$ cat src/sbs_pkg.sv
// ----------------------------------------------------------------------------
// sbs_pkg
// Shared types and constants for the sorted key table with binary search.
// ----------------------------------------------------------------------------
package sbs_pkg;

    localparam int TABLE_DEPTH = 256;
    localparam int KEY_W       = 32;
    localparam int ACTION_W    = 2;
    localparam int STATUS_W    = 2;
    localparam int POS_W       = 8;

    typedef enum logic [ACTION_W-1:0] {
        ACT_CLEAR  = 2'd0,
        ACT_INSERT = 2'd1,
        ACT_QUERY  = 2'd2
    } t_action;

    typedef enum logic [STATUS_W-1:0] {
        ST_FOUND   = 2'd0,
        ST_MISSING = 2'd1,
        ST_DONE    = 2'd2,
        ST_FULL    = 2'd3
    } t_status;

    typedef enum logic [1:0] {
        S_IDLE,
        S_EXEC,
        S_SEARCH,
        S_PUSH
    } t_state;

    typedef struct packed {
        logic ins;
        logic capture;
    } t_cell_ctl;

    typedef struct packed {
        logic done;
        logic found;
    } t_srch_res;

endpackage

$ cat src/sbs_cell.sv
// ----------------------------------------------------------------------------
// sbs_cell
// One table slot: holds a key, compares it against the broadcast key, takes
// its left neighbor's key on a shifting insert and latches compare flags
// for the search.
// ----------------------------------------------------------------------------
module sbs_cell (
    input  logic                              i_clk,
    input  sbs_pkg::t_cell_ctl                i_ctl,
    input  logic signed [sbs_pkg::KEY_W-1:0]  i_key,
    input  logic signed [sbs_pkg::KEY_W-1:0]  i_left_key,
    input  logic                              i_left_gt,
    input  logic                              i_in_use,
    input  logic                              i_at_end,
    output logic signed [sbs_pkg::KEY_W-1:0]  o_key,
    output logic                              o_gt,
    output logic                              o_eq_flag,
    output logic                              o_gt_flag
);

    logic signed [sbs_pkg::KEY_W-1:0] r_key;
    logic signed [sbs_pkg::KEY_W-1:0] n_key;
    logic                             r_eq_flag;
    logic                             r_gt_flag;
    logic                             cmp_gt;
    logic                             cmp_eq;

    assign cmp_gt = r_key > i_key;
    assign cmp_eq = r_key == i_key;
    assign o_gt   = i_in_use && cmp_gt;

    always_comb begin
        n_key = r_key;
        if (i_ctl.ins && (o_gt || i_at_end)) begin
            n_key = i_left_gt ? i_left_key : i_key;
        end
    end

    always_ff @(posedge i_clk) begin
        r_key <= n_key;
        if (i_ctl.capture) begin
            r_eq_flag <= cmp_eq;
            r_gt_flag <= cmp_gt;
        end
    end

    assign o_key     = r_key;
    assign o_eq_flag = r_eq_flag;
    assign o_gt_flag = r_gt_flag;

endmodule

$ cat config.mk
export PLATFORM = sky130hd
export DESIGN_NAME = sbs_cell
export DESIGN_NICKNAME = d
export VERILOG_FILES = /design/src/sbs_pkg.sv /design/src/sbs_cell.sv
export SDC_FILE = /design/constraint.sdc
export NUM_CORES = 1
export LEC_CHECK = 0
export BUFFER_PORTS_ARGS = -buffer_cell sky130_fd_sc_hd__buf_2
export CORE_ASPECT_RATIO = 1.5
export CORE_MARGIN = 2
export CORE_UTILIZATION = 42
export CTS_CLUSTER_SIZE = 25
export DETAILED_ROUTE_END_ITERATION = 8
export HOLD_SLACK_MARGIN = 0.06
export PLACE_DENSITY = 0.85
export SYNTH_ARGS = -nofsm -noshare
export SYNTH_HDL_FRONTEND = slang
export SYNTH_SLANG_ARGS = --single-unit
export TNS_END_PERCENT = 100
$ cat constraint.sdc
create_clock -name i_clk -period 3.2 [get_ports i_clk]
set_input_delay 0.64 -clock i_clk [delete_from_list [all_inputs] [get_ports i_clk]]
set_output_delay 0.64 -clock i_clk [all_outputs]
set_load 0.005 [all_outputs]
==> results.toml <==
[global_routing]
track_usage_pct = 18.8
grt_pass1_vias = 2089
antenna_found_initial = 0
grt_start_max_net_pins = 64
globalRouteOverflowTotal = 0
grt_pass1_wl_mm = 8.97

[worst_setup_path]
crit_fanout = 3
end_kind = "primary output"
r2r_setup_slack_ns = 0.45
critPathKind = "in -> out"
cp-start-kind = "input pin"
crit_required_ns = 2.56
reg2regPathDepth = 10
r2r_end = "o_key[1]"
cp_slowest_cell = "or4_4"
timing.rr.start = "o_key[29]"
worst_path_dominant_cell_family = "simple AND/OR/NAND/NOR gates"
slowest_delay_ns = 0.44
path_cells = "buf_2 -> inv_1 -> ha_1 -> and4_1 -> a221oi_2 -> buf_4 -> o31ai_4 -> or4_4 -> a21oi_2 -> buf_2"
arrival_ns = 2.52
cp_common_cell = "buf_2"
crit_buf_inv = 4

[sta]
fmax_mhz = 316
rsz0062_at_grt = "yes"
hold_viol_final = 0
skew_ns = 0.00404
setup_slack_ns = 0.0359
period_share_pct = 98.9
tightest_slew_ns = 0.909
relSlewSlack_pct = 39.4
final_period_minus_worst_setup_slack_ns = 3.16
slew_viol_final = 0
setup_violations = 0
fin_tns_setup_ns = 0

[min_path]
hold_path.class = "in -> reg"
hold-path-endpoint = "o_gt_flag"
min_delay_path_depth = 1
hold_start = "i_ctl[0]"

[synth]
syn_area_per_cell_um2 = 9.98
ys_ff_latch = 34
synth.area.top_cells = "edfxtp_1 45%, ha_1 18%, o21ai_0 7.3%"
synthCells = 227
yosys.area.top_type = "edfxtp_1"
synth_seq_area_share_pct = 45.1
ys.flop_type = "edfxtp_1"
synth_commonest_cells = "34 x edfxtp_1, 34 x nand2_1, 33 x inv_1, 33 x o21ai_0, 32 x ha_1"
synth.distinct_cells = 33
syn-cell-area_mm2 = 0.00226
yosysWarningCount = 0
ys_async_sr_fraction_pct = 0
synth-edff-count = 34
synth_nets = 329
yosysTopAreaCellShare_pct = 45.1

[pwr]
irDropWorstVdd_mv = 0.282
p_per_area_mw_per_mm2 = 388
power_mw = 1.20
power_leakage_nw = 1.51

[cts]
cts_htree_levels = 2
cts.clk_slew.worst_paths_ns = 0.07
cts.sinks = 34
cts_tree = "yes"
clock_latency_ns = 0.28
max-clock-path-buffers = 2
ctsHoldBuffers = 0
cts_root_buf = "clkbuf_8"
cts_buffers = 5
post-cts-setup-buffers = 0

[routing]
detail-route-antenna-nets = 0
num_vias = 2010
first_pass_iters = 4
drtIter0Drc = 62
wl_mm = 5.33
wire_per_inst_um = 13.1
detail_route.vias_per_cell = 4.93
drc = 0

[floorplanning]
ios = 105
dieArea_mm2 = 0.00601
fp.coreArea_mm2 = 0.00516
initial_core_util_pct = 43.8
die_w_um = 64.0
die_y_um = 93.9
rows = 32

[placement]
port_buffers = 104
place_area_mm2 = 0.00293
finalWeightedCongestion = 0.789
dp_slack_ns = -0.0665
place_hpwl_mm = 4.31

[final_layout]
final_area_mm2 = 0.00309
num_antenna_cells = 0
finalNetCount = 441
fill_cells = 438
syn_to_final_growth_pct = 36.3
fin_util_pct = 59.8
drive_gt1_share_pct = 40.3

[run]
cap_violations = 0

[outcome]
outcome = "complete, no violations"
-- worst max-delay path by stage --
stage | start | end | slack [ns] | cells past startpoint
2_1_floorplan | i_key[29] | o_gt | 0.23 | 8
3_3_place_gp | i_key[7] | o_gt | -0.01 | 11
3_5_place_dp | i_key[29] | o_gt | -0.07 | 10
4_1_cts | i_key[1] | o_gt | 0.008 | 10
5_1_grt | i_key[11] | o_gt | -0.06 | 10
6_report | i_key[11] | o_gt | 0.04 | 10
-- through the flow --
stage | std cells | hold slack [ns]
after floorplan | 227 | 0.752
after global placement | 400 | 0.857
after detailed placement | 400 | 0.871
after CTS | 408 | 0.577
after global routing | 408 | 0.582
final | 408 | 0.585
-- cell families after synthesis --
kind of cell,Yosys count,synth area share [%]
AO/OA/AOI/OAI,60,16.1
flip-flops,34,45.1
multiplexers,1,0.497
AND/OR/NAND/NOR,60,14.0
buffers and inverters,40,6.63
adder cells (fa/ha/maj),32,17.7
-- routing by layer --
metal,routed length [um],up-vias,GRT usage (%),part of all wire [%]
li1,-,1046,-,-
met1,2070,893,21.5,39
met2,2900,65,35.2,54
met3,295,6,2.88,5.5
met4,62,0,5.80,1.2
met5,0,-,0,0
-- flip-flops by register name, indices dropped and copies added (netlist names) --
signal	count
o_eq_flag	1
o_gt_flag	1
o_key	32
-- final cells by class --
class / instances / area (um2) / area share, %
flip-flops and latches: 34 / 1020 / 33.1
clock inverters: 2 / 8.76 / 0.284
clock buffers: 6 / 72.6 / 2.35
multi-input cells: 153 / 1170 / 37.9
repair buffers: 112 / 606 / 19.6
well taps: 68 / 85.1 / 2.76
inverters: 33 / 124 / 4.01
-- power by group --
| part | switching, mW | leakage [nW] | internal, mW | total [mW] |
|---|---|---|---|---|
| clock | 0.151 | 0.0426 | 0.150 | 0.300 |
| sequential | 0.0221 | 0.328 | 0.546 | 0.568 |
| combinational | 0.167 | 1.14 | 0.163 | 0.330 |
| total | 0.340 | 1.51 | 0.858 | 1.20 |
-- cell usage in the layout (no fill, tap or decap), types with 2 or more instances in the layout --
cell	Yosys	layout
ha_4	0	3
buf_4	0	6
nor3_1	2	2
and4_1	2	2
o21ai_0	33	32
a21o_1	3	3
ha_1	32	29
nand4_2	2	2
buf_12	0	2
clkbuf_8	0	5
a21boi_0	3	2
nand4_1	5	5
inv_1	33	31
o31a_1	2	2
nand3_1	5	5
nand2_1	34	34
inv_2	0	2
a21oi_2	0	3
a21oi_1	12	9
buf_2	0	104
edfxtp_1	34	34
-- repair_timing --
action / 4_1_cts / 5_1_grt
endpoints found under the setup margin: 1 / 1
pin swaps: 2 / 4
gates resized for setup: 5 / 9
No activity file was read; power rests on OpenSTA's default activity.
