<file path="src/sbs_pkg.sv">
// ----------------------------------------------------------------------------
// sbs_pkg
// Shared types and constants for the sorted key table with binary search.
// ----------------------------------------------------------------------------
package sbs_pkg;

    localparam int TABLE_DEPTH = 256;
    localparam int KEY_W       = 32;
    localparam int ACTION_W    = 2;
    localparam int STATUS_W    = 2;
    localparam int POS_W       = 8;

    typedef enum logic [ACTION_W-1:0] {
        ACT_CLEAR  = 2'd0,
        ACT_INSERT = 2'd1,
        ACT_QUERY  = 2'd2
    } t_action;

    typedef enum logic [STATUS_W-1:0] {
        ST_FOUND   = 2'd0,
        ST_MISSING = 2'd1,
        ST_DONE    = 2'd2,
        ST_FULL    = 2'd3
    } t_status;

    typedef enum logic [1:0] {
        S_IDLE,
        S_EXEC,
        S_SEARCH,
        S_PUSH
    } t_state;

    typedef struct packed {
        logic ins;
        logic capture;
    } t_cell_ctl;

    typedef struct packed {
        logic done;
        logic found;
    } t_srch_res;

endpackage

</file>
<file path="src/sbs_search.sv">
// ----------------------------------------------------------------------------
// sbs_search
// Binary search over the latched cell flags, one probe per cycle.
// ----------------------------------------------------------------------------
module sbs_search #(
    parameter int TABLE_DEPTH = sbs_pkg::TABLE_DEPTH,
    localparam int CW = $clog2(TABLE_DEPTH + 1),
    localparam int AW = $clog2(TABLE_DEPTH)
) (
    input  logic                   i_clk,
    input  logic                   i_rst_n,
    input  logic                   i_start,
    input  logic [CW-1:0]          i_count,
    input  logic [TABLE_DEPTH-1:0] i_eq,
    input  logic [TABLE_DEPTH-1:0] i_gt,
    output sbs_pkg::t_srch_res     o_res,
    output logic [AW-1:0]          o_mid
);

    logic          r_busy;
    logic          n_busy;
    logic [CW-1:0] r_lo;
    logic [CW-1:0] n_lo;
    logic [CW-1:0] r_hix;
    logic [CW-1:0] n_hix;
    logic [CW-1:0] diff;
    logic [CW-1:0] mid_full;
    logic          empty;

    assign diff     = r_hix - r_lo - CW'(1);
    assign mid_full = r_lo + (diff >> 1);
    assign o_mid    = mid_full[AW-1:0];
    assign empty    = r_lo >= r_hix;

    always_comb begin
        n_busy      = r_busy;
        n_lo        = r_lo;
        n_hix       = r_hix;
        o_res.done  = 1'b0;
        o_res.found = 1'b0;
        if (i_start) begin
            n_busy = 1'b1;
            n_lo   = '0;
            n_hix  = i_count;
        end else if (r_busy) begin
            if (empty) begin
                o_res.done = 1'b1;
                n_busy     = 1'b0;
            end else if (i_eq[o_mid]) begin
                o_res.done  = 1'b1;
                o_res.found = 1'b1;
                n_busy      = 1'b0;
            end else if (i_gt[o_mid]) begin
                n_hix = mid_full;
            end else begin
                n_lo = mid_full + CW'(1);
            end
        end
    end

    always_ff @(posedge i_clk) begin
        if (!i_rst_n) begin
            r_busy <= 1'b0;
        end else begin
            r_busy <= n_busy;
        end
        r_lo  <= n_lo;
        r_hix <= n_hix;
    end

endmodule

</file>
<file path="config.mk">
export PLATFORM = sky130hd
export DESIGN_NAME = sbs_search
export DESIGN_NICKNAME = d
export VERILOG_FILES = /design/src/sbs_pkg.sv /design/src/sbs_search.sv
export SDC_FILE = /design/constraint.sdc
export NUM_CORES = 1
export LEC_CHECK = 0
export BUFFER_PORTS_ARGS = -buffer_cell sky130_fd_sc_hd__buf_2
export CAP_MARGIN = 20
export CORE_AREA = 2 2 209 211
export CTS_CLUSTER_DIAMETER = 80
export DETAILED_ROUTE_END_ITERATION = 10
export DIE_AREA = 0 0 211 213
export PLACE_DENSITY = 0.4
export SYNTH_ARGS = -nofsm -noshare
export SYNTH_HDL_FRONTEND = slang
export SYNTH_SLANG_ARGS = --single-unit
</file>
<file path="constraint.sdc">
create_clock -name i_clk -period 5.8 [get_ports i_clk]
set_input_delay 0.87 -clock i_clk [delete_from_list [all_inputs] [get_ports i_clk]]
set_output_delay 0.87 -clock i_clk [all_outputs]
set_load 0.1 [all_outputs]
</file>
==> qor.yml <==
finish:
  num_antenna_cells: 0
  area_growth_syn_to_layout_pct: 64.1
  final-instance-count-excl-fill: 1636
  final_nets: 1643
  layout_cells_sized_above_1: 0.706
clock_network:
  numClockSinks: 19
  cts.path.max_buffers: 2
  tritoncts: "yes"
  holdBufCountCts: 0
  numCtsBuffers: 3
  clkTransAtPathRegs_ns: 0.06
  ctsRootBufferMaster: "sky130_fd_sc_hd__clkbuf_16"
  cts-htree-levels: 1
  clock_insertion_delay_worst_skew_ns: 0.25
grt:
  groute.layer.met1.usage: 0.198
  gr_util_met2: 0.291
  grt_pass1_vias: 8067
  highest_utilization_routing_layer_at_the_global_route_stage: "met2"
  global_route.usage.met3: 0.0275
  globalRoute.totalOverflow: 0
  grtUsageTotal: 0.158
  grt_antenna_before_repair: 9
  wire_length_of_the_first_global_routing_pass_um: 52200
  maximum_number_of_pins_on_one_net_before_global_route_repair: 58
logic_synthesis:
  synth.yosys.seq_area_share: 0.0760
  mappedNetlistNets: 1095
  yosys_warnings: 0
  syn_inst: 543
  yosys.area.top_type: "sky130_fd_sc_hd__mux4_2"
  yosys.cell_count.top_type: "sky130_fd_sc_hd__mux4_2"
  syn_avg_cell_area_um2: 11.4
  synth_area_um2: 6190
  synthTopCellsByCount: "128 x sky130_fd_sc_hd__mux4_2, 53 x sky130_fd_sc_hd__mux2i_1, 47 x sky130_fd_sc_hd__nand2_1"
  total_of_flip_flops_plus_latches_after_synthesis: 19
  edff_count_synth: 9
  post_synth_num_cell_types: 66
  synthArstFlopShare: 0
  synth_top_area_share: 0.465
  synth_area_leaders: "sky130_fd_sc_hd__mux4_2 47%, sky130_fd_sc_hd__mux2i_1 8.6%, sky130_fd_sc_hd__ha_1 5.3%"
  ys.flop_type: "sky130_fd_sc_hd__dfxtp_1"
place:
  sum_of_net_half_perimeters_after_detailed_placement_um: 32900
  globalplace.congestion: 0.857
  numPortBuffers: 533
  dpl.cell_count: 1617
setup_path:
  worstPathMaxFanout: 9
  startpoint_type: "flip-flop"
  series_of_cell_instances_along_the_critical_path: "inv_1 > ha_1 > fa_2 > ha_4 > inv_1 > fa_4 > buf_16 > mux4_2 > and2_0 > a2111oi_2 > a311o_1 > a21oi_1 > o31a_1 > nor2_1 > buf_4 > a21oi_1 > o21ba_2 > buf_6"
  cp.required_ns: 4.93
  cp_slowest_cell: "sky130_fd_sc_hd__fa_4"
  setup.reg_to_reg.worst_slack_ns: 0.29
  timing.critical_path.max_delay_family: "adder cells"
  critPathMaxStageDelay_ns: 0.85
  endpoint_kind: "output port"
  cp_data_arrival_time_ns: 4.72
  critical_path_class: "reg -> out"
  critical_path_buf_inv_count: 5
sta:
  fin_hold_viols: 0
  finalClockSkew_ns: 0.00416
  slew_violations: 0
  fin_crit_ns: 5.59
  max_slew.worst_pin.slew_ns: 0.583
  slew-limit-headroom: 0.608
  fmaxAchievable_ghz: 0.179
  layout_worst_path_cycle_share: 0.965
  final_setup_fails: 0
die:
  placeableCoreArea_um2: 42700
  rows: 76
  fp.dieW_um: 211
  floorplan.io_pins: 534
  fp.dieH_um: 213
  effective_utilization_at_floorplan: 0.145
  die_area_um2: 44900
drt:
  drt-wirelength-per-cell_um: 23.1
  num_vias: 7299
  drt-pass1-iter-count: 4
  drt-initial-drc-count: 335
  via_per_inst: 4.46
  routed_wl_um: 37700
  detail_route.drc_violations: 0
  antenna_left: 0
run:
  max_cap_viol_count: 0
run_status:
  outcome: "completed"
worst_hold_path:
  timing.hold.worst.class: "reg -> reg"
[worst paths after layout]
path,from,to,cells after the start
worst max-delay path,r_lo[0],o_res[1],18
worst min-delay path,r_lo[8],r_lo[8],2
worst max register to register,r_lo[0],r_hix[2],17
worst min register to register,r_lo[8],r_lo[8],2
[what timing repair did]
action                                  in CTS  in global routing
gates cloned                                 0                  3
buffers inserted                             0                 12
pin swaps                                    0                 10
endpoints found under the setup margin       2                  6
resized for setup                           10                 34
[layout by cell type, fill, tap and decap left out, types with 3 or more instances in the layout]
master / n
sky130_fd_sc_hd__a21oi_1: 14
sky130_fd_sc_hd__mux4_1: 4
sky130_fd_sc_hd__ha_1: 23
sky130_fd_sc_hd__nand2_1: 46
sky130_fd_sc_hd__and3_1: 5
sky130_fd_sc_hd__a2111oi_2: 4
sky130_fd_sc_hd__a21o_1: 4
sky130_fd_sc_hd__mux2i_1: 52
sky130_fd_sc_hd__o2111ai_1: 4
sky130_fd_sc_hd__nor2_1: 11
sky130_fd_sc_hd__buf_4: 51
sky130_fd_sc_hd__o21bai_1: 3
sky130_fd_sc_hd__nand3_1: 15
sky130_fd_sc_hd__edfxtp_1: 9
sky130_fd_sc_hd__a32oi_1: 3
sky130_fd_sc_hd__a211oi_2: 6
sky130_fd_sc_hd__buf_2: 531
sky130_fd_sc_hd__xnor2_1: 15
sky130_fd_sc_hd__o31ai_1: 5
sky130_fd_sc_hd__inv_1: 25
sky130_fd_sc_hd__o31a_1: 4
sky130_fd_sc_hd__nand4_1: 6
sky130_fd_sc_hd__dfxtp_1: 10
sky130_fd_sc_hd__mux4_2: 128
sky130_fd_sc_hd__mux2_2: 3
sky130_fd_sc_hd__clkbuf_16: 6
sky130_fd_sc_hd__o21ai_0: 14
sky130_fd_sc_hd__and2_0: 3
sky130_fd_sc_hd__nor3_1: 3
sky130_fd_sc_hd__o211a_1: 4
sky130_fd_sc_hd__buf_6: 4
sky130_fd_sc_hd__buf_12: 5
[cells by family (layout without fill, tap and decap cells)]
| family | after synthesis | after routing | share of synthesized area |
|---|---|---|---|
| AND/OR/NAND/NOR | 112 | 112 | 0.0885 |
| XOR/XNOR | 18 | 18 | 0.0279 |
| adder cells (fa/ha/maj) | 28 | 28 | 0.0590 |
| flip-flops | 19 | 19 | 0.0760 |
| multiplexers | 188 | 188 | 0.574 |
| buffers and inverters | 84 | 631 | 0.0598 |
| AO/OA/AOI/OAI | 94 | 94 | 0.115 |
[final cells by class]
type | instances | area, um^2
clock buffers | 4 | 78.8
fillers | 4671 | 32500
inverters | 32 | 138
multi-input cells | 440 | 5510
flip-flops and latches | 19 | 470
well taps | 546 | 683
repair buffers | 595 | 3290
[metal layers]
metal	wire [um]	up-vias
li1	-	3353
met1	15600	3641
met2	19600	271
met3	2090	28
met4	380	6
met5	42	-
[per-stage QoR]
stage | setup TNS [ns] | cell area, um^2 | hold WS (ns) | util | worst slack (ns)
detailed placement | 0 | 9780 | 0.490 | 0.229 | 0.0914
global placement | 0 | 9780 | 0.481 | 0.229 | 0.0347
global route | -0.0691 | 10200 | 0.525 | 0.238 | -0.0415
CTS | 0 | 9900 | 0.497 | 0.232 | 0.00846
finish | 0 | 10200 | 0.494 | 0.238 | 0.205
floorplan | 0 | 6220 | 0.468 | - | 0.0642
[worst min-delay path, cell delays in order (launching register included)]
cell	delay [ns]
sky130_fd_sc_hd__dfxtp_1	0.33
sky130_fd_sc_hd__nand2_1	0.06
sky130_fd_sc_hd__mux2i_1	0.05
[registers in the layout, summed over array words and instances (netlist names)]
signal / flops
r_lo: 9
r_hix: 9
r_busy: 1
Power is not shown: default switching activity piles up to over one toggle a cycle in this logic, so the estimate is an artifact.
